File: config.mk
export PLATFORM = sky130hd
export DESIGN_NAME = json_byte_tokenizer_top
export DESIGN_NICKNAME = d
export VERILOG_FILES = /design/src/sv/jbt_pkg.sv /design/src/sv/json_byte_tokenizer_top.sv /design/src/sv/jbt_scan.sv /design/src/sv/jbt_outbuf.sv
export SDC_FILE = /design/constraint.sdc
export NUM_CORES = 1
export LEC_CHECK = 0
export BUFFER_PORTS_ARGS = -buffer_cell sky130_fd_sc_hd__buf_2
export CORE_AREA = 2 2 205 258
export DETAILED_ROUTE_END_ITERATION = 16
export DIE_AREA = 0 0 207 260
export SLEW_MARGIN = 10
export SYNTH_ARGS = -nofsm -noshare
export SYNTH_HDL_FRONTEND = slang
export SYNTH_SLANG_ARGS = --single-unit
File: constraint.sdc
create_clock -name clk -period 7.15 [get_ports clk]
set_input_delay 1.43 -clock clk [delete_from_list [all_inputs] [get_ports clk]]
set_output_delay 1.43 -clock clk [all_outputs]
set_load 0.02 [all_outputs]
File: src/sv/jbt_pkg.sv
package jbt_pkg;

  localparam int POS_BITS_DEF = 16;

  // Token kinds.
  localparam logic [3:0] TK_LBRACE = 4'd0;
  localparam logic [3:0] TK_RBRACE = 4'd1;
  localparam logic [3:0] TK_LBRACK = 4'd2;
  localparam logic [3:0] TK_RBRACK = 4'd3;
  localparam logic [3:0] TK_COLON  = 4'd4;
  localparam logic [3:0] TK_COMMA  = 4'd5;
  localparam logic [3:0] TK_STRING = 4'd6;
  localparam logic [3:0] TK_NUMBER = 4'd7;
  localparam logic [3:0] TK_FALSE  = 4'd8;
  localparam logic [3:0] TK_TRUE   = 4'd9;
  localparam logic [3:0] TK_NULL   = 4'd10;
  localparam logic [3:0] TK_END    = 4'd11;

  // Error codes.
  localparam logic [2:0] ERR_NONE     = 3'd0;
  localparam logic [2:0] ERR_VALUE    = 3'd1;
  localparam logic [2:0] ERR_UNICODE  = 3'd2;
  localparam logic [2:0] ERR_ESCAPE   = 3'd3;
  localparam logic [2:0] ERR_UNCLOSED = 3'd4;
  localparam logic [2:0] ERR_NUMBER   = 3'd5;

  typedef struct packed {
    logic [7:0] text_byte;
    logic       end_of_text;
  } in_item_t;

  typedef struct packed {
    logic [3:0]  token_kind;
    logic [2:0]  error_code;
    logic [15:0] line_number;
    logic [15:0] start_column;
    logic [15:0] end_column;
    logic        number_is_real;
    logic        last_of_run;
  } out_item_t;

  // Up to three results caused by one byte, in order from item[0].
  typedef struct packed {
    logic [1:0]            count;
    out_item_t [2:0]       item;
  } res_bundle_t;

endpackage

File: src/sv/json_byte_tokenizer_top.sv
// Streaming JSON lexer. Feed the document one byte per item on the in_ channel,
// with end_of_text set on its final byte; tokens and errors come out on the
// out_ channel, each with a zero-based line and the first and last column of
// its span, and last_of_run marks the final result caused by one byte. A byte
// is registered on acceptance and scanned from the input register, and its results
// are registered in the three-slot result register. The block takes one byte per
// cycle as long as each byte causes at most one result and out_ready stays high.
// A byte that causes k results (up to three, for example a number closed by a
// comma on the final byte) occupies the three-slot result register, and the next
// byte waits in the input register until those results have been taken. After an
// error result the block stays silent until the end of the document, and the
// end token is then not sent. Positions count in POSITION_BITS bits and
// saturate; the output fields saturate at 65535.
module json_byte_tokenizer_top import jbt_pkg::*; #(
  parameter int POSITION_BITS = POS_BITS_DEF
) (
  input  logic      clk,
  input  logic      rst_n,
  input  logic      in_valid,
  output logic      in_ready,
  input  in_item_t  in_data,
  output logic      out_valid,
  input  logic      out_ready,
  output out_item_t out_data
);

  in_item_t    in_item_r;
  logic        in_vld_r;
  logic        step;
  logic        can_load;
  res_bundle_t bundle;

  // A held byte is scanned when its results have room, or when it causes none.
  assign step     = in_vld_r && (can_load || bundle.count == 2'd0);
  assign in_ready = !in_vld_r || step;

  always_ff @(posedge clk) begin
    if (!rst_n) begin
      in_vld_r <= 1'b0;
    end else if (in_ready) begin
      in_vld_r <= in_valid;
    end
  end

  always_ff @(posedge clk) begin
    if (in_ready && in_valid) begin
      in_item_r <= in_data;
    end
  end

  jbt_scan #(
    .POSITION_BITS(POSITION_BITS)
  ) u_scan (
    .clk     (clk),
    .rst_n   (rst_n),
    .step    (step),
    .in_item (in_item_r),
    .bundle  (bundle)
  );

  jbt_outbuf u_outbuf (
    .clk       (clk),
    .rst_n     (rst_n),
    .load      (step),
    .bundle    (bundle),
    .can_load  (can_load),
    .out_valid (out_valid),
    .out_ready (out_ready),
    .out_data  (out_data)
  );

`ifndef SYNTHESIS
  // Results produced by a scanned byte show up on the output in the next cycle.
  a_results_shown: assert property (@(posedge clk) disable iff (!rst_n)
    step && bundle.count != 2'd0 |=> out_valid)
    else $error("scanned results did not reach the output");

  // A result that is not the last of its run is always followed by another.
  a_run_continues: assert property (@(posedge clk) disable iff (!rst_n)
    out_valid && out_ready && !out_data.last_of_run |=> out_valid)
    else $error("run of results ended without last_of_run");

  // Error results carry kind zero and no real flag.
  a_error_shape: assert property (@(posedge clk) disable iff (!rst_n)
    out_valid && out_data.error_code != ERR_NONE |->
      out_data.token_kind == TK_LBRACE && !out_data.number_is_real)
    else $error("error result with token fields set");
`endif

endmodule

File: src/sv/jbt_scan.sv
module jbt_scan import jbt_pkg::*; #(
  parameter int POSITION_BITS = POS_BITS_DEF
) (
  input  logic        clk,
  input  logic        rst_n,
  input  logic        step,
  input  in_item_t    in_item,
  output res_bundle_t bundle
);

  localparam int PB = POSITION_BITS;
  localparam int PW = (PB > 16) ? PB : 16;

  localparam logic [2:0] M_IDLE   = 3'd0;
  localparam logic [2:0] M_STR    = 3'd1;
  localparam logic [2:0] M_ESC    = 3'd2;
  localparam logic [2:0] M_UNI    = 3'd3;
  localparam logic [2:0] M_UNIBAD = 3'd4;
  localparam logic [2:0] M_NUM    = 3'd5;
  localparam logic [2:0] M_KW     = 3'd6;
  localparam logic [2:0] M_BAD    = 3'd7;

  localparam logic [2:0] NF_POINT = 3'b001;
  localparam logic [2:0] NF_EXP   = 3'b010;
  localparam logic [2:0] NF_BAD   = 3'b100;

  localparam logic [3:0] KW_FALSE = 4'd5;
  localparam logic [3:0] KW_TRUE  = 4'd9;
  localparam logic [3:0] KW_NULL  = 4'd13;

  localparam logic [7:0] CH_NL    = 8'h0A;
  localparam logic [7:0] CH_SPACE = 8'h20;
  localparam logic [7:0] CH_QUOTE = 8'h22;
  localparam logic [7:0] CH_COMMA = 8'h2C;
  localparam logic [7:0] CH_MINUS = 8'h2D;
  localparam logic [7:0] CH_POINT = 8'h2E;
  localparam logic [7:0] CH_SLASH = 8'h2F;
  localparam logic [7:0] CH_COLON = 8'h3A;
  localparam logic [7:0] CH_LBRK  = 8'h5B;
  localparam logic [7:0] CH_BSL   = 8'h5C;
  localparam logic [7:0] CH_RBRK  = 8'h5D;
  localparam logic [7:0] CH_LBRC  = 8'h7B;
  localparam logic [7:0] CH_RBRC  = 8'h7D;

  typedef struct packed {
    logic      hit;
    logic      fail;
    out_item_t res;
  } fw_t;

  logic [2:0]    mode_r, mode_nxt;
  logic [2:0]    hex_r, hex_nxt;
  logic [2:0]    nf_r, nf_nxt;
  logic [3:0]    kw_r, kw_nxt;
  logic [7:0]    prev_r, prev_nxt;
  logic [PB-1:0] line_r, line_nxt;
  logic [PB-1:0] col_r, col_nxt;
  logic [PB-1:0] ts_r, ts_nxt;
  logic [PB-1:0] eb_r, eb_nxt;
  logic          err_r, err_nxt;

  logic [7:0]      c;
  logic            eot;
  logic [1:0]      n;
  out_item_t [2:0] res;
  fw_t             fw;

  logic       st_punct;
  logic       st_space;
  logic [3:0] st_kind;
  logic [2:0] st_mode;
  logic [3:0] st_kw;

  function automatic logic is_space(input logic [7:0] ch);
    return (ch == CH_SPACE) || (ch >= 8'd9 && ch <= 8'd13);
  endfunction

  function automatic logic is_digit(input logic [7:0] ch);
    return ch >= 8'h30 && ch <= 8'h39;
  endfunction

  function automatic logic is_alpha(input logic [7:0] ch);
    return (ch >= 8'h61 && ch <= 8'h7A) || (ch >= 8'h41 && ch <= 8'h5A);
  endfunction

  function automatic logic is_hex(input logic [7:0] ch);
    return is_digit(ch) || (ch >= 8'h61 && ch <= 8'h66) || (ch >= 8'h41 && ch <= 8'h46);
  endfunction

  function automatic logic is_term(input logic [7:0] ch);
    return is_space(ch) || ch == CH_COMMA || ch == CH_RBRC || ch == CH_RBRK;
  endfunction

  function automatic logic [PB-1:0] sat_inc(input logic [PB-1:0] v);
    return (&v) ? v : v + PB'(1);
  endfunction

  function automatic logic [15:0] to16(input logic [PB-1:0] v);
    logic [PW-1:0] w;
    w = PW'(v);
    return (w > PW'(16'hFFFF)) ? 16'hFFFF : w[15:0];
  endfunction

  // Letters of false, true and null laid end to end.
  function automatic logic [7:0] kw_char(input logic [3:0] s);
    case (s)
      4'd0:    kw_char = 8'h66;
      4'd1:    kw_char = 8'h61;
      4'd2:    kw_char = 8'h6C;
      4'd3:    kw_char = 8'h73;
      4'd4:    kw_char = 8'h65;
      4'd5:    kw_char = 8'h74;
      4'd6:    kw_char = 8'h72;
      4'd7:    kw_char = 8'h75;
      4'd8:    kw_char = 8'h65;
      4'd9:    kw_char = 8'h6E;
      4'd10:   kw_char = 8'h75;
      4'd11:   kw_char = 8'h6C;
      4'd12:   kw_char = 8'h6C;
      default: kw_char = 8'h00;
    endcase
  endfunction

  function automatic out_item_t mk_res(input logic [3:0] kind, input logic [2:0] code,
                                       input logic [PB-1:0] line, input logic [PB-1:0] s,
                                       input logic [PB-1:0] e, input logic is_real);
    out_item_t r;
    r.token_kind     = kind;
    r.error_code     = code;
    r.line_number    = to16(line);
    r.start_column   = to16(s);
    r.end_column     = to16(e);
    r.number_is_real = is_real;
    r.last_of_run    = 1'b0;
    return r;
  endfunction

  function automatic fw_t finish_word(input logic [2:0] mode, input logic [2:0] nf,
                                      input logic [3:0] kw, input logic [7:0] p,
                                      input logic [PB-1:0] ts, input logic [PB-1:0] last,
                                      input logic [PB-1:0] line);
    fw_t f;
    f = '0;
    if (mode == M_NUM) begin
      f.hit = 1'b1;
      if ((nf & NF_BAD) != 3'd0 || p == CH_MINUS || p == CH_POINT || p == 8'h65) begin
        f.fail = 1'b1;
        f.res  = mk_res(TK_LBRACE, ERR_NUMBER, line, ts, last, 1'b0);
      end else begin
        f.res = mk_res(TK_NUMBER, ERR_NONE, line, ts, last,
                       (nf & (NF_POINT | NF_EXP)) != 3'd0);
      end
    end else if (mode == M_KW) begin
      f.hit = 1'b1;
      if (kw == KW_FALSE) begin
        f.res = mk_res(TK_FALSE, ERR_NONE, line, ts, last, 1'b0);
      end else if (kw == KW_TRUE) begin
        f.res = mk_res(TK_TRUE, ERR_NONE, line, ts, last, 1'b0);
      end else if (kw == KW_NULL) begin
        f.res = mk_res(TK_NULL, ERR_NONE, line, ts, last, 1'b0);
      end else begin
        f.fail = 1'b1;
        f.res  = mk_res(TK_LBRACE, ERR_VALUE, line, ts, last, 1'b0);
      end
    end else if (mode == M_BAD) begin
      f.hit  = 1'b1;
      f.fail = 1'b1;
      f.res  = mk_res(TK_LBRACE, ERR_VALUE, line, ts, last, 1'b0);
    end
    return f;
  endfunction

  function automatic fw_t line_end(input logic [2:0] mode, input logic [2:0] nf,
                                   input logic [3:0] kw, input logic [7:0] p,
                                   input logic [PB-1:0] ts, input logic [PB-1:0] eb,
                                   input logic [PB-1:0] col, input logic [PB-1:0] line);
    fw_t f;
    logic [PB-1:0] last;
    last = (col == '0) ? '0 : col - PB'(1);
    f = '0;
    case (mode)
      M_STR, M_ESC: begin
        f.hit  = 1'b1;
        f.fail = 1'b1;
        f.res  = mk_res(TK_LBRACE, ERR_UNCLOSED, line, ts, last, 1'b0);
      end
      M_UNI, M_UNIBAD: begin
        f.hit  = 1'b1;
        f.fail = 1'b1;
        f.res  = mk_res(TK_LBRACE, ERR_UNICODE, line, eb, last, 1'b0);
      end
      M_NUM, M_KW, M_BAD: begin
        f = finish_word(mode, nf, kw, p, ts, last, line);
      end
      default: begin
        f = '0;
      end
    endcase
    return f;
  endfunction

  function automatic logic [2:0] number_byte(input logic [7:0] ch, input logic [7:0] p,
                                             input logic [2:0] nf);
    logic [2:0] f;
    f = nf;
    if ((p == CH_MINUS || p == CH_POINT) && !is_digit(ch)) f = f | NF_BAD;
    if (p == 8'h65 && !is_digit(ch) && ch != CH_MINUS) f = f | NF_BAD;
    if (ch == CH_MINUS) begin
      if (p != 8'h65) f = f | NF_BAD;
    end else if (ch == CH_POINT) begin
      if ((f & (NF_POINT | NF_EXP)) != 3'd0 || !is_digit(p)) f = f | NF_BAD;
      else f = f | NF_POINT;
    end else if (ch == 8'h65) begin
      if ((f & NF_EXP) != 3'd0 || !is_digit(p)) f = f | NF_BAD;
      else f = f | NF_EXP;
    end else if (!is_digit(ch)) begin
      f = f | NF_BAD;
    end
    return f;
  endfunction

  function automatic logic [3:0] keyword_byte(input logic [7:0] ch, input logic [3:0] s);
    if (s != 4'd0 && s != KW_FALSE && s != KW_TRUE && s < KW_NULL && ch == kw_char(s)) begin
      return s + 4'd1;
    end
    return 4'd0;
  endfunction

  assign c   = in_item.text_byte;
  assign eot = in_item.end_of_text;

  // How this byte would open a token from the idle state.
  always_comb begin
    st_punct = 1'b1;
    st_kind  = TK_LBRACE;
    case (c)
      CH_LBRC:  st_kind = TK_LBRACE;
      CH_RBRC:  st_kind = TK_RBRACE;
      CH_LBRK:  st_kind = TK_LBRACK;
      CH_RBRK:  st_kind = TK_RBRACK;
      CH_COLON: st_kind = TK_COLON;
      CH_COMMA: st_kind = TK_COMMA;
      default:  st_punct = 1'b0;
    endcase
    st_space = is_space(c);
    st_kw    = 4'd0;
    if (c == CH_QUOTE) begin
      st_mode = M_STR;
    end else if (c == CH_MINUS || is_digit(c)) begin
      st_mode = M_NUM;
    end else if (is_alpha(c)) begin
      st_mode = M_KW;
      st_kw   = (c == 8'h66) ? 4'd1 : (c == 8'h74) ? 4'd6 : (c == 8'h6E) ? 4'd10 : 4'd0;
    end else begin
      st_mode = M_BAD;
    end
  end

  always_comb begin
    mode_nxt = mode_r;
    hex_nxt  = hex_r;
    nf_nxt   = nf_r;
    kw_nxt   = kw_r;
    prev_nxt = prev_r;
    line_nxt = line_r;
    col_nxt  = col_r;
    ts_nxt   = ts_r;
    eb_nxt   = eb_r;
    err_nxt  = err_r;
    n        = 2'd0;
    res      = '0;
    fw       = '0;

    if (!err_r) begin
      if (c == CH_NL) begin
        fw = line_end(mode_nxt, nf_nxt, kw_nxt, prev_r, ts_nxt, eb_nxt, col_nxt, line_nxt);
        if (fw.hit) begin
          res[n] = fw.res;
          n      = n + 2'd1;
        end
        if (fw.fail) err_nxt = 1'b1;
        mode_nxt = M_IDLE;
        line_nxt = sat_inc(line_nxt);
        col_nxt  = '0;
      end else begin
        case (mode_nxt)
          M_IDLE: begin
            if (st_punct) begin
              res[n] = mk_res(st_kind, ERR_NONE, line_nxt, col_r, col_r, 1'b0);
              n      = n + 2'd1;
            end else if (!st_space) begin
              ts_nxt   = col_r;
              mode_nxt = st_mode;
              if (st_mode == M_NUM) nf_nxt = '0;
              if (st_mode == M_KW) kw_nxt = st_kw;
            end
          end
          M_STR: begin
            if (c == CH_BSL) begin
              mode_nxt = M_ESC;
              eb_nxt   = col_r;
            end else if (c == CH_QUOTE) begin
              res[n]   = mk_res(TK_STRING, ERR_NONE, line_nxt, ts_nxt, col_r, 1'b0);
              n        = n + 2'd1;
              mode_nxt = M_IDLE;
            end
          end
          M_ESC: begin
            if (c == 8'h75) begin
              mode_nxt = M_UNI;
              hex_nxt  = 3'd4;
            end else if (c == 8'h6E || c == 8'h74 || c == 8'h66 || c == 8'h62 ||
                         c == 8'h72 || c == CH_SLASH || c == CH_QUOTE || c == CH_BSL) begin
              mode_nxt = M_STR;
            end else begin
              res[n]   = mk_res(TK_LBRACE, ERR_ESCAPE, line_nxt, eb_nxt, col_r, 1'b0);
              n        = n + 2'd1;
              err_nxt  = 1'b1;
              mode_nxt = M_IDLE;
            end
          end
          M_UNI, M_UNIBAD: begin
            if (!is_hex(c)) mode_nxt = M_UNIBAD;
            hex_nxt = hex_nxt - 3'd1;
            if (hex_nxt == 3'd0) begin
              if (mode_nxt == M_UNIBAD) begin
                res[n]   = mk_res(TK_LBRACE, ERR_UNICODE, line_nxt, eb_nxt, col_r, 1'b0);
                n        = n + 2'd1;
                err_nxt  = 1'b1;
                mode_nxt = M_IDLE;
              end else begin
                mode_nxt = M_STR;
              end
            end
          end
          default: begin
            if (is_term(c)) begin
              fw = finish_word(mode_nxt, nf_nxt, kw_nxt, prev_r, ts_nxt,
                               (col_r == '0) ? '0 : col_r - PB'(1), line_nxt);
              if (fw.hit) begin
                res[n] = fw.res;
                n      = n + 2'd1;
              end
              if (fw.fail) err_nxt = 1'b1;
              mode_nxt = M_IDLE;
              if (!err_nxt && st_punct) begin
                res[n] = mk_res(st_kind, ERR_NONE, line_nxt, col_r, col_r, 1'b0);
                n      = n + 2'd1;
              end
            end else if (mode_nxt == M_NUM) begin
              nf_nxt = number_byte(c, prev_r, nf_nxt);
            end else if (mode_nxt == M_KW) begin
              kw_nxt = keyword_byte(c, kw_nxt);
            end
          end
        endcase
        col_nxt = sat_inc(col_nxt);
      end
      prev_nxt = c;

      if (eot && !err_nxt) begin
        fw = line_end(mode_nxt, nf_nxt, kw_nxt, prev_nxt, ts_nxt, eb_nxt, col_nxt, line_nxt);
        if (fw.hit) begin
          res[n] = fw.res;
          n      = n + 2'd1;
        end
        if (fw.fail) begin
          err_nxt = 1'b1;
        end else begin
          res[n] = mk_res(TK_END, ERR_NONE, line_nxt, col_nxt, col_nxt, 1'b0);
          n      = n + 2'd1;
        end
      end
    end

    // The final byte of a document returns everything to its reset value.
    if (eot) begin
      mode_nxt = M_IDLE;
      hex_nxt  = '0;
      nf_nxt   = '0;
      kw_nxt   = '0;
      prev_nxt = '0;
      line_nxt = '0;
      col_nxt  = '0;
      ts_nxt   = '0;
      eb_nxt   = '0;
      err_nxt  = 1'b0;
    end

    if (n != 2'd0) res[n - 2'd1].last_of_run = 1'b1;
  end

  assign bundle = {n, res};

  always_ff @(posedge clk) begin
    if (!rst_n) begin
      mode_r <= M_IDLE;
      hex_r  <= '0;
      nf_r   <= '0;
      kw_r   <= '0;
      prev_r <= '0;
      line_r <= '0;
      col_r  <= '0;
      ts_r   <= '0;
      eb_r   <= '0;
      err_r  <= 1'b0;
    end else if (step) begin
      mode_r <= mode_nxt;
      hex_r  <= hex_nxt;
      nf_r   <= nf_nxt;
      kw_r   <= kw_nxt;
      prev_r <= prev_nxt;
      line_r <= line_nxt;
      col_r  <= col_nxt;
      ts_r   <= ts_nxt;
      eb_r   <= eb_nxt;
      err_r  <= err_nxt;
    end
  end

endmodule

File: src/sv/jbt_outbuf.sv
module jbt_outbuf import jbt_pkg::*; (
  input  logic        clk,
  input  logic        rst_n,
  input  logic        load,
  input  res_bundle_t bundle,
  output logic        can_load,
  output logic        out_valid,
  input  logic        out_ready,
  output out_item_t   out_data
);

  out_item_t [2:0] slot_r;
  logic [1:0]      cnt_r;
  logic            take;

  assign out_valid = cnt_r != 2'd0;
  assign out_data  = slot_r[0];
  assign take      = out_valid && out_ready;
  // New results may land when none are waiting or the last waiting one leaves in this cycle.
  assign can_load  = (cnt_r == 2'd0) || (cnt_r == 2'd1 && out_ready);

  always_ff @(posedge clk) begin
    if (!rst_n) begin
      cnt_r <= 2'd0;
    end else if (load && bundle.count != 2'd0) begin
      cnt_r <= bundle.count;
    end else if (take) begin
      cnt_r <= cnt_r - 2'd1;
    end
  end

  always_ff @(posedge clk) begin
    if (load && bundle.count != 2'd0) begin
      slot_r <= bundle.item;
    end else if (take) begin
      slot_r[0] <= slot_r[1];
      slot_r[1] <= slot_r[2];
    end
  end

endmodule
==> results.txt, run 1 <==
Total of cells resized after clock tree synthesis: 0
Die W: 207 µm
Number of buffers inserted by hold repair at cts: 0
Diodes inserted: 0
Max Cap Viol: 0
Nets: 2124
DR pass1 iterations: 6
Most frequently used flop master after synthesis: edfxtp_1
Crit. End Element: primary output
Post-synth top area share: 0.2948
Clk_lat worst skew: 0.58 ns
Setup Viol. Count Final: 0
Worst Path Max Fanout: 28
EDFF count, synth: 180
Final ANT Viol Nets: 0
CTS root buffer: clkbuf_16
Die H: 260 µm
Min cycle time layout: 6.864 ns
Syn avg cell area: 8.437 µm²
F_max: 0.1457 GHz
Vias in the first global route: 15740
Dominant cell type by area after synthesis: edfxtp_1
Final Wtd Congestion: 0.9440
Crit path arrival time: 5.43 ns
XOR/XNOR Fraction of Synth Area: 0.02006
Status: finished, final reports clean
Layout cell share with drive strength beyond 1: 0.1092
RSZ-0062 raised after global routing: no
Commonest non-fill, non-tap cell in the layout: nand2_1
Vias per inst: 6.088
Async SR Flop Fraction: 0
Initial Utilization: 0.3581
Worst-Margin Slew: 1.234 ns
Synth warn: 0
R2R Path Start: in_item_r[3]
Syn Std Cell Area: 0.01833 mm²
Synth cell types: 94
Hold path startpoint: u_scan.prev_r[4]
PortBufs: 71
Max-slew headroom: 0.1728
TritonCTS Buffers: 28
Multiplexer share of the synthesized area: 0.02122
Worst-path clk slew: 0.07 ns
GRT Util Overall: 0.2223
CP startpoint kind: register
Hold crit path type: reg2reg
Final Hold Fails: 0
Pwr dens: 256.7 mW/mm²
Peak supply drop: 0.0001818 V
Setup TNS: 0 ns
FP Rows: 93
First-pass GRT wire length: 94990 µm
DRC errors left: 0
#FFs+latches synth: 275
Vias: 16880
Cells after Synth: 2173
Max-slew violations: 0
Total clock sinks: 275
Critical path origin: in_item_r[3]
Compound-cell area share of the yosys netlist: 0.2682
Total power draw: 5.085 mW
Net Count, Synth: 2212
Synth area leaders: edfxtp_1 29%, dfxtp_1 10%, nand2_1 5.2%
Total gr overflow: 0
Seq/Total Area, Yosys: 0.3986
Synth Area in Simple Gates: 0.1995
CTS tree: built
Crit path kind: reg2out
Post-DR wirelength/cell: 22.60 µm
Pin count of the biggest net entering global routing: 82
Syn-to-layout area delta: 8.039%
Leak Pwr: 6.778 nW
Post-CTS Setup Repair Bufs: 0
CTS H-tree depth: 1
Core box area: 0.05120 mm²
Largest family of logic cells by synthesized area: compound AO/OA/AOI/OAI gates
Drt total wl: 62650 µm
Max Root-Sink Buffers: 3
Die footprint: 0.05382 mm²
# IOs: 72
Skew final: 0.01953 ns
Initial antenna violation count: 0
Post-DP HPWL: 43600 µm
Initial drt markers: 1727
Most frequent cells in the layout: 252 x nand2_1, 215 x nor2_1, 180 x edfxtp_1, 163 x a21oi_1, 124 x o21ai_0
Period utilization: 0.9600
Adder and majority gate portion of the synthesized area: 0.01774
Worst endpoint required time: 5.72 ns
-- cell type report --
cell class                 count  area (µm²)
clock buffer                  32       757.0
sequential                   275        7308
timing repair buffer         130       848.3
clock inverter                20       209.0
tap                          665       832.0
fill                        5192       31390
inverter                      43       161.4
multi-input combinational   1607        9692
-- where the power goes --
part	leakage, nW	switching, mW	internal (mW)	total (mW)
combinational	3.83	1.01	0.412	1.42
clock	0.465	0.679	0.874	1.55
sequential	2.48	0.0895	2.02	2.11
total	6.78	1.78	3.31	5.09
-- routing by layer --
layer  vias up  part of all wire  wire, µm  global-route usage
met2       786              0.45     28480              0.3620
met5         -                 0         0                   0
met4         0             0.041      2558             0.09167
met1      8079              0.42     26530              0.2919
met3       154             0.081      5080             0.03900
li1       7857                 -         -                   -
-- state kept, by name, indices dropped and copies added, names as in the netlist, named ones only --
signal / count
in_vld_r: 1
u_scan.col_r: 16
u_scan.ts_r: 16
u_scan.eb_r: 16
u_outbuf.out_data: 57
u_scan.prev_r: 8
in_item_r: 9
u_scan.nf_r: 3
u_outbuf.slot_r: 114
u_scan.err_r: 1
u_scan.line_r: 16
u_scan.hex_r: 3
u_scan.kw_r: 4
u_scan.mode_r: 3
u_outbuf.cnt_r: 2
-- kinds of logic after synthesis --
logic type | after synthesis
adder cells (fa/ha/maj) | 26
AND/OR/NAND/NOR | 771
AO/OA/AOI/OAI | 730
XOR/XNOR | 42
buffers and inverters | 291
flip-flops | 275
multiplexers | 38
-- metrics by stage --
stage,hold WS [ns],util,worst slack [ns],area (µm²),instances
floorplan,0.4359,-,0.1843,18330,2173
global placement,0.4499,0.3680,1.116,18840,2720
detailed placement,0.4568,0.3680,1.017,18840,2720
CTS,0.4661,0.3869,0.3184,19810,2772
global route,0.4953,0.3869,0.03050,19810,2772
finish,0.4677,0.3869,0.2861,19810,2772
-- synth_stat cells (7+ instances only) --
cell and count:
a22o_1 12, o31ai_1 76, nand2b_1 26, a21boi_0 7
dfxtp_1 95, o21a_1 12, nor2_1 215, inv_1 41
buf_4 58, nand3b_1 9, and3_1 14, o21ai_0 124
o22ai_1 41, edfxtp_1 180, or2_2 8, ha_1 26
nand2_1 252, buf_1 11, mux2_2 7, nor4_1 14
o211ai_1 8, a211oi_1 16, and2_1 15, xnor2_1 28
nand4_1 21, a31oi_1 39, a22oi_1 61, or3_1 31
buf_2 41, a21o_1 36, nor2b_1 15, xor2_1 14
nand3_1 66, o22a_1 16, o21ai_1 8, a21oi_1 163
a221o_1 18, nor3_1 40, a221oi_1 18, mux2i_1 31
clkbuf_1 137
-- worst max-delay path, stage by stage, from the launching register on --
cell and delay, ns:
edfxtp_1 0.90, xnor2_1 0.19, nor4b_1 0.74, o21ai_0 0.41
o311a_1 0.23, o21ai_0 0.07, buf_4 0.23, nor2_1 0.07
a21oi_1 0.18, ha_1 0.29, nor2_1 0.12, nor2_1 0.09
ha_1 0.29, a211oi_1 0.36, o32a_4 0.31, nor2_1 0.08
nand2_1 0.10, buf_2 0.18
-- worst paths after layout --
kind / to / slack, ns / cells past startpoint
setup reg to reg: u_scan.ts_r[14] / 0.84 / 19
setup / recovery: in_ready / 0.29 / 17
hold reg to reg: u_scan.prev_r[4] / 0.47 / 2
hold / removal: u_scan.prev_r[4] / 0.47 / 2
Note: power is estimated with default switching activity, not from simulation.
==> run 2, diff against run 1 <==
- MAX_ROUTING_LAYER: default -> met4
==> results.txt, run 2 (synthesis results as in run 1) <==
RSZ-0062 raised after global routing: no
Initial drt markers: 2080
Crit-path most repeated cell: nor2_1
Core box area: 0.05120 mm²
Final hold slack: 0.4644 ns
GRT Util Overall: 0.2363
Critical path depth in cells: 17
Area of the multi-input gates: 0.009694 mm²
Setup Viol. Count Final: 0
Pwr dens: 258.7 mW/mm²
Die H: 260 µm
Worst R2R Path Depth: 18
Place WS: 0.9411 ns
Register area: 0.007308 mm²
Peak supply drop: 0.0001784 V
Vias in the first global route: 15940
CTS tree: built
Reg-to-reg slack, setup: 0.96 ns
Pin count of the biggest net entering global routing: 118
Crit. End Element: primary output
Max-slew headroom: 0.1865
Crit path max-delay cell type: edfxtp_1
Initial Utilization: 0.3581
CTS root buffer: clkbuf_16
Die W: 207 µm
Total gr overflow: 0
DRC errors left: 0
Final ANT Viol Nets: 0
Largest register FFs: 114
Post-DR wirelength/cell: 22.98 µm
Die footprint: 0.05382 mm²
# fillers: 5173
Leak Pwr: 6.792 nW
Crit path buf inv count: 2
Crit path kind: reg2out
Vias: 16990
Critical path cell sequence: or3b_1, a211oi_2, o21ai_0, o311a_1, o21ai_0, buf_4, nor2_1, a21oi_1, ha_1, nor2_1, nor2_1, ha_1, a211oi_1, o32a_4, nor2_1, nand2_1, buf_2
Min cycle time layout: 6.692 ns
Commonest non-fill, non-tap cell in the layout: nand2_1
Worst-Margin Slew: 1.214 ns
Status: finished, final reports clean
Worst-path clk slew: 0.06 ns
Crit path arrival time: 5.26 ns
Max Cap Viol: 0
Initial antenna violation count: 1
Critical path origin: in_item_r[3]
Setup TNS: 0 ns
Post-CTS Setup Repair Bufs: 0
Final Wtd Congestion: 0.9323
Skew final: 0.02358 ns
PortBufs: 71
Most frequent cells in the layout: 252 x nand2_1, 215 x nor2_1, 180 x edfxtp_1, 163 x a21oi_1, 124 x o21ai_0
Hold crit path type: reg2reg
Max-slew violations: 0
CTS H-tree depth: 1
Vias per inst: 6.123
R2R Path Start: in_item_r[3]
Worst setup margin: 0.4581 ns
Post-DP HPWL: 43940 µm
Crit-path max cell delay: 0.91 ns
Biggest register: u_outbuf.slot_r
Period utilization: 0.9359
Final Hold Fails: 0
First-pass GRT wire length: 98210 µm
# IOs: 72
Worst Path Max Fanout: 28
Layout cell share with drive strength beyond 1: 0.1086
Worst endpoint required time: 5.72 ns
Syn-to-layout area delta: 8.149%
CP startpoint kind: register
Max Root-Sink Buffers: 3
Clk_lat worst skew: 0.58 ns
FP Rows: 93
TritonCTS Buffers: 29
Critical register-to-register path endpoint: u_outbuf.slot_r[91]
Drt total wl: 63740 µm
Crit path max-delay family: compound AO/OA/AOI/OAI gates
Total clock sinks: 275
Critical path capture point: in_ready
F_max: 0.1494 GHz
DR pass1 iterations: 6
Nets: 2125
[run 2: cell types whose count changed in the layout (fill, tap and decap cells not counted), sizes merged]
cell and change:
diode +1, clkbuf +10, clkinv -5, bufinv -1
clkinvlp -3
[run 2: worst min-delay path: cells and delay by family, from the launching register on]
family,cells,cell delay (ns)
DFF,1,0.31
AOI/OAI and AO/OA,1,0.05
and+or+nand+nor,1,0.05
[run 2: layout make-up]
type	count	area share
clock inverters	11	0.006373
clock buffers	42	0.04373
inverters	43	0.008140
diodes	1	0.0001262
multi-input cells	1607	0.4889
well taps	665	0.04196
flip-flops and latches	275	0.3686
repair buffers	130	0.04215
[run 2: metrics by stage]
stage,area [µm²],std cells,power (mW),util
after floorplan,18330,2173,3.206,-
after global placement,18830,2720,3.539,0.3678
after detailed placement,18830,2720,3.560,0.3678
after CTS,19820,2773,5.146,0.3872
after global routing,19830,2774,5.356,0.3873
final,19830,2774,5.129,0.3873
[run 2: how the worst min path moves through the flow]
stage / start / endpoint / slack [ns] / cells past startpoint
2_1_floorplan: u_scan.prev_r[5] / u_scan.prev_r[5] / 0.44 / 2
4_1_cts: u_scan.prev_r[4] / u_scan.prev_r[4] / 0.47 / 2
3_5_place_dp: u_scan.prev_r[4] / u_scan.prev_r[4] / 0.46 / 2
6_report: u_scan.prev_r[5] / u_scan.prev_r[5] / 0.46 / 2
3_3_place_gp: u_scan.prev_r[4] / u_scan.prev_r[4] / 0.45 / 2
5_1_grt: u_scan.prev_r[4] / u_scan.prev_r[4] / 0.49 / 2
[run 2: power by group]
part           leakage, nW  switching, mW  internal [mW]  total (mW)
clock network        0.486          0.675          0.917        1.59
logic                 3.83           1.01          0.411        1.42
registers             2.48         0.0962           2.02        2.12
total                 6.79           1.78           3.35        5.13
[run 2: layer usage]
metal	share of wire	wire (µm)	vias to the layer above	GRT usage
met5	0	0	-	-
met4	0.032	2020	0	0.07996
met3	0.081	5193	125	0.03574
met2	0.46	29250	797	0.3667
met1	0.43	27280	8196	0.3153
li1	-	-	7867	-
[run 2: timing repair]
item                                    CTS  global route
endpoints found under the setup margin    0             1
hold buffers                              0             0
endpoints found under the hold margin     0             0
gates resized for setup                   0             1
==> run 3, diff against run 2 <==
- CTS_BUF_LIST: default -> sky130_fd_sc_hd__clkbuf_16
==> results.txt, run 3 (synthesis results as in run 1) <==
Worst-Margin Slew: 1.228 ns
Clk_lat worst skew: 0.58 ns
CTS H-tree depth: 1
Total power draw: 5.043 mW
Nets: 2125
Initial drt markers: 2096
Final Cell Area: 0.01976 mm²
Crit path arrival time: 5.27 ns
Clk pwr share: 0.298
Place WS: 0.9411 ns
First-pass GRT wire length: 98190 µm
Largest register FFs: 114
Worst endpoint required time: 5.72 ns
Worst Path Max Fanout: 28
Max Cap Viol: 0
Die H: 260 µm
Core box area: 0.05120 mm²
Drt total wl: 63810 µm
Post-layout util: 0.3859
Grt met2 use: 0.3669
Worst-path clk slew: 0.06 ns
FP Rows: 93
Min cycle time layout: 6.701 ns
Layout cell share with drive strength beyond 1: 0.1063
Vias per inst: 6.166
Hold crit path type: reg2reg
TritonCTS Buffers: 29
Syn-to-layout area delta: 7.759%
Setup TNS: 0 ns
Crit path kind: reg2out
CP startpoint kind: register
Die W: 207 µm
Setup Viol. Count Final: 0
Die footprint: 0.05382 mm²
Max Root-Sink Buffers: 3
Crit. End Element: primary output
Max-slew violations: 0
Final ANT Viol Nets: 0
F_max: 0.1492 GHz
Pin count of the biggest net entering global routing: 118
Final Hold Fails: 0
Peak supply drop: 0.0001780 V
CTS root buffer: clkbuf_16
Final Wtd Congestion: 0.9323
Leak Pwr: 6.779 nW
Pwr dens: 255.3 mW/mm²
Net Switching: 1.774 mW
GRT Max-Usage Layer: met2
DRC errors left: 0
Max-slew headroom: 0.1766
Vias: 17100
Post-DR wirelength/cell: 23.00 µm
GRT Util Overall: 0.2363
# IOs: 72
Vias in the first global route: 15940
Initial antenna violation count: 1
Number of buffers inserted by hold repair at cts: 0
Status: finished, final reports clean
CTS tree: built
Logic pwr share: 0.281
Worst setup margin: 0.4491 ns
Commonest non-fill, non-tap cell in the layout: nand2_1
Switching share of power: 0.3519
Flop pwr share: 0.420
PortBufs: 71
Initial Utilization: 0.3581
Total gr overflow: 0
RSZ-0062 raised after global routing: no
Most frequent cells in the layout: 252 x nand2_1, 215 x nor2_1, 180 x edfxtp_1, 163 x a21oi_1, 124 x o21ai_0
Met3 usage: 0.03478
Cell Area, Placed: 0.01883 mm²
Internal: 3.269 mW
Total clock sinks: 275
Biggest register: u_outbuf.slot_r
Period utilization: 0.9372
# fillers: 5184
DR pass1 iterations: 8
Post-DP HPWL: 43940 µm
Skew final: 0.02188 ns
M1 GR Usage: 0.3150
==> run 3: cell count changes in the layout (fill, tap and decap cells not counted), sizes merged <==
| cell | before | now |
|---|---|---|
| clkbuf | 42 | 30 |
| clkinv | 5 | 9 |
| inv | 45 | 53 |
==> run 3: critical path, stage by stage, from the launching register on <==
cell	delay, ns
edfxtp_1	0.91
or3b_1	0.43
a211oi_2	0.39
o21ai_0	0.31
o311a_1	0.22
o21ai_0	0.08
buf_4	0.25
nor2_1	0.08
a21oi_1	0.18
ha_1	0.30
nor2_1	0.13
nor2_1	0.08
ha_1	0.29
a211oi_1	0.40
o32a_4	0.33
nor2_1	0.07
nand2_1	0.09
buf_2	0.17
==> run 3: path summary, 6_finish.rpt <==
kind                                        from             endpoint  slack (ns)  cells past startpoint
worst max-delay path                in_item_r[3]             in_ready        0.45                     17
worst min register to register  u_scan.prev_r[5]     u_scan.prev_r[5]        0.46                      2
worst max register to register      in_item_r[3]  u_outbuf.slot_r[91]        0.95                     18
worst min-delay path            u_scan.prev_r[5]     u_scan.prev_r[5]        0.46                      2
==> run 3: per-stage QoR <==
stage	hold WS [ns]	cells
after floorplan	0.4359	2173
after global placement	0.4504	2720
after detailed placement	0.4600	2720
after CTS	0.4687	2773
after global routing	0.4855	2774
final	0.4644	2774
==> run 3: power groups by stage <==
stage	logic (mW)	registers (mW)	clock network (mW)
after CTS	1.41	2.12	1.53
after global routing	1.53	2.14	1.59
final	1.42	2.12	1.50
after detailed placement	1.40	2.16	0
after floorplan	1.07	2.13	0
after global placement	1.39	2.15	0
==> run 3: routing by layer <==
layer	share of wire	wire (µm)	up-vias
met3	0.082	5247	141
met5	0	0	-
met1	0.43	27150	8262
li1	-	-	7868
met4	0.034	2200	0
met2	0.46	29210	833
==> run 3: final cells by class <==
type | count | area, µm² | share of cell area
clock buffer | 30 | 750.7 | 0.03800
multi-input combinational | 1607 | 9694 | 0.4907
inverter | 43 | 161.4 | 0.008170
tap | 665 | 832.0 | 0.04212
timing repair buffer | 130 | 835.8 | 0.04231
antenna | 1 | 2.502 | 0.0001267
sequential | 275 | 7308 | 0.3699
clock inverter | 23 | 171.4 | 0.008676
==> run 3: what timing repair did <==
| action | CTS | global route |
|---|---|---|
| setup endpoints to repair | 0 | 1 |
| gates resized for setup | 0 | 1 |
| buffers inserted | 0 | 0 |
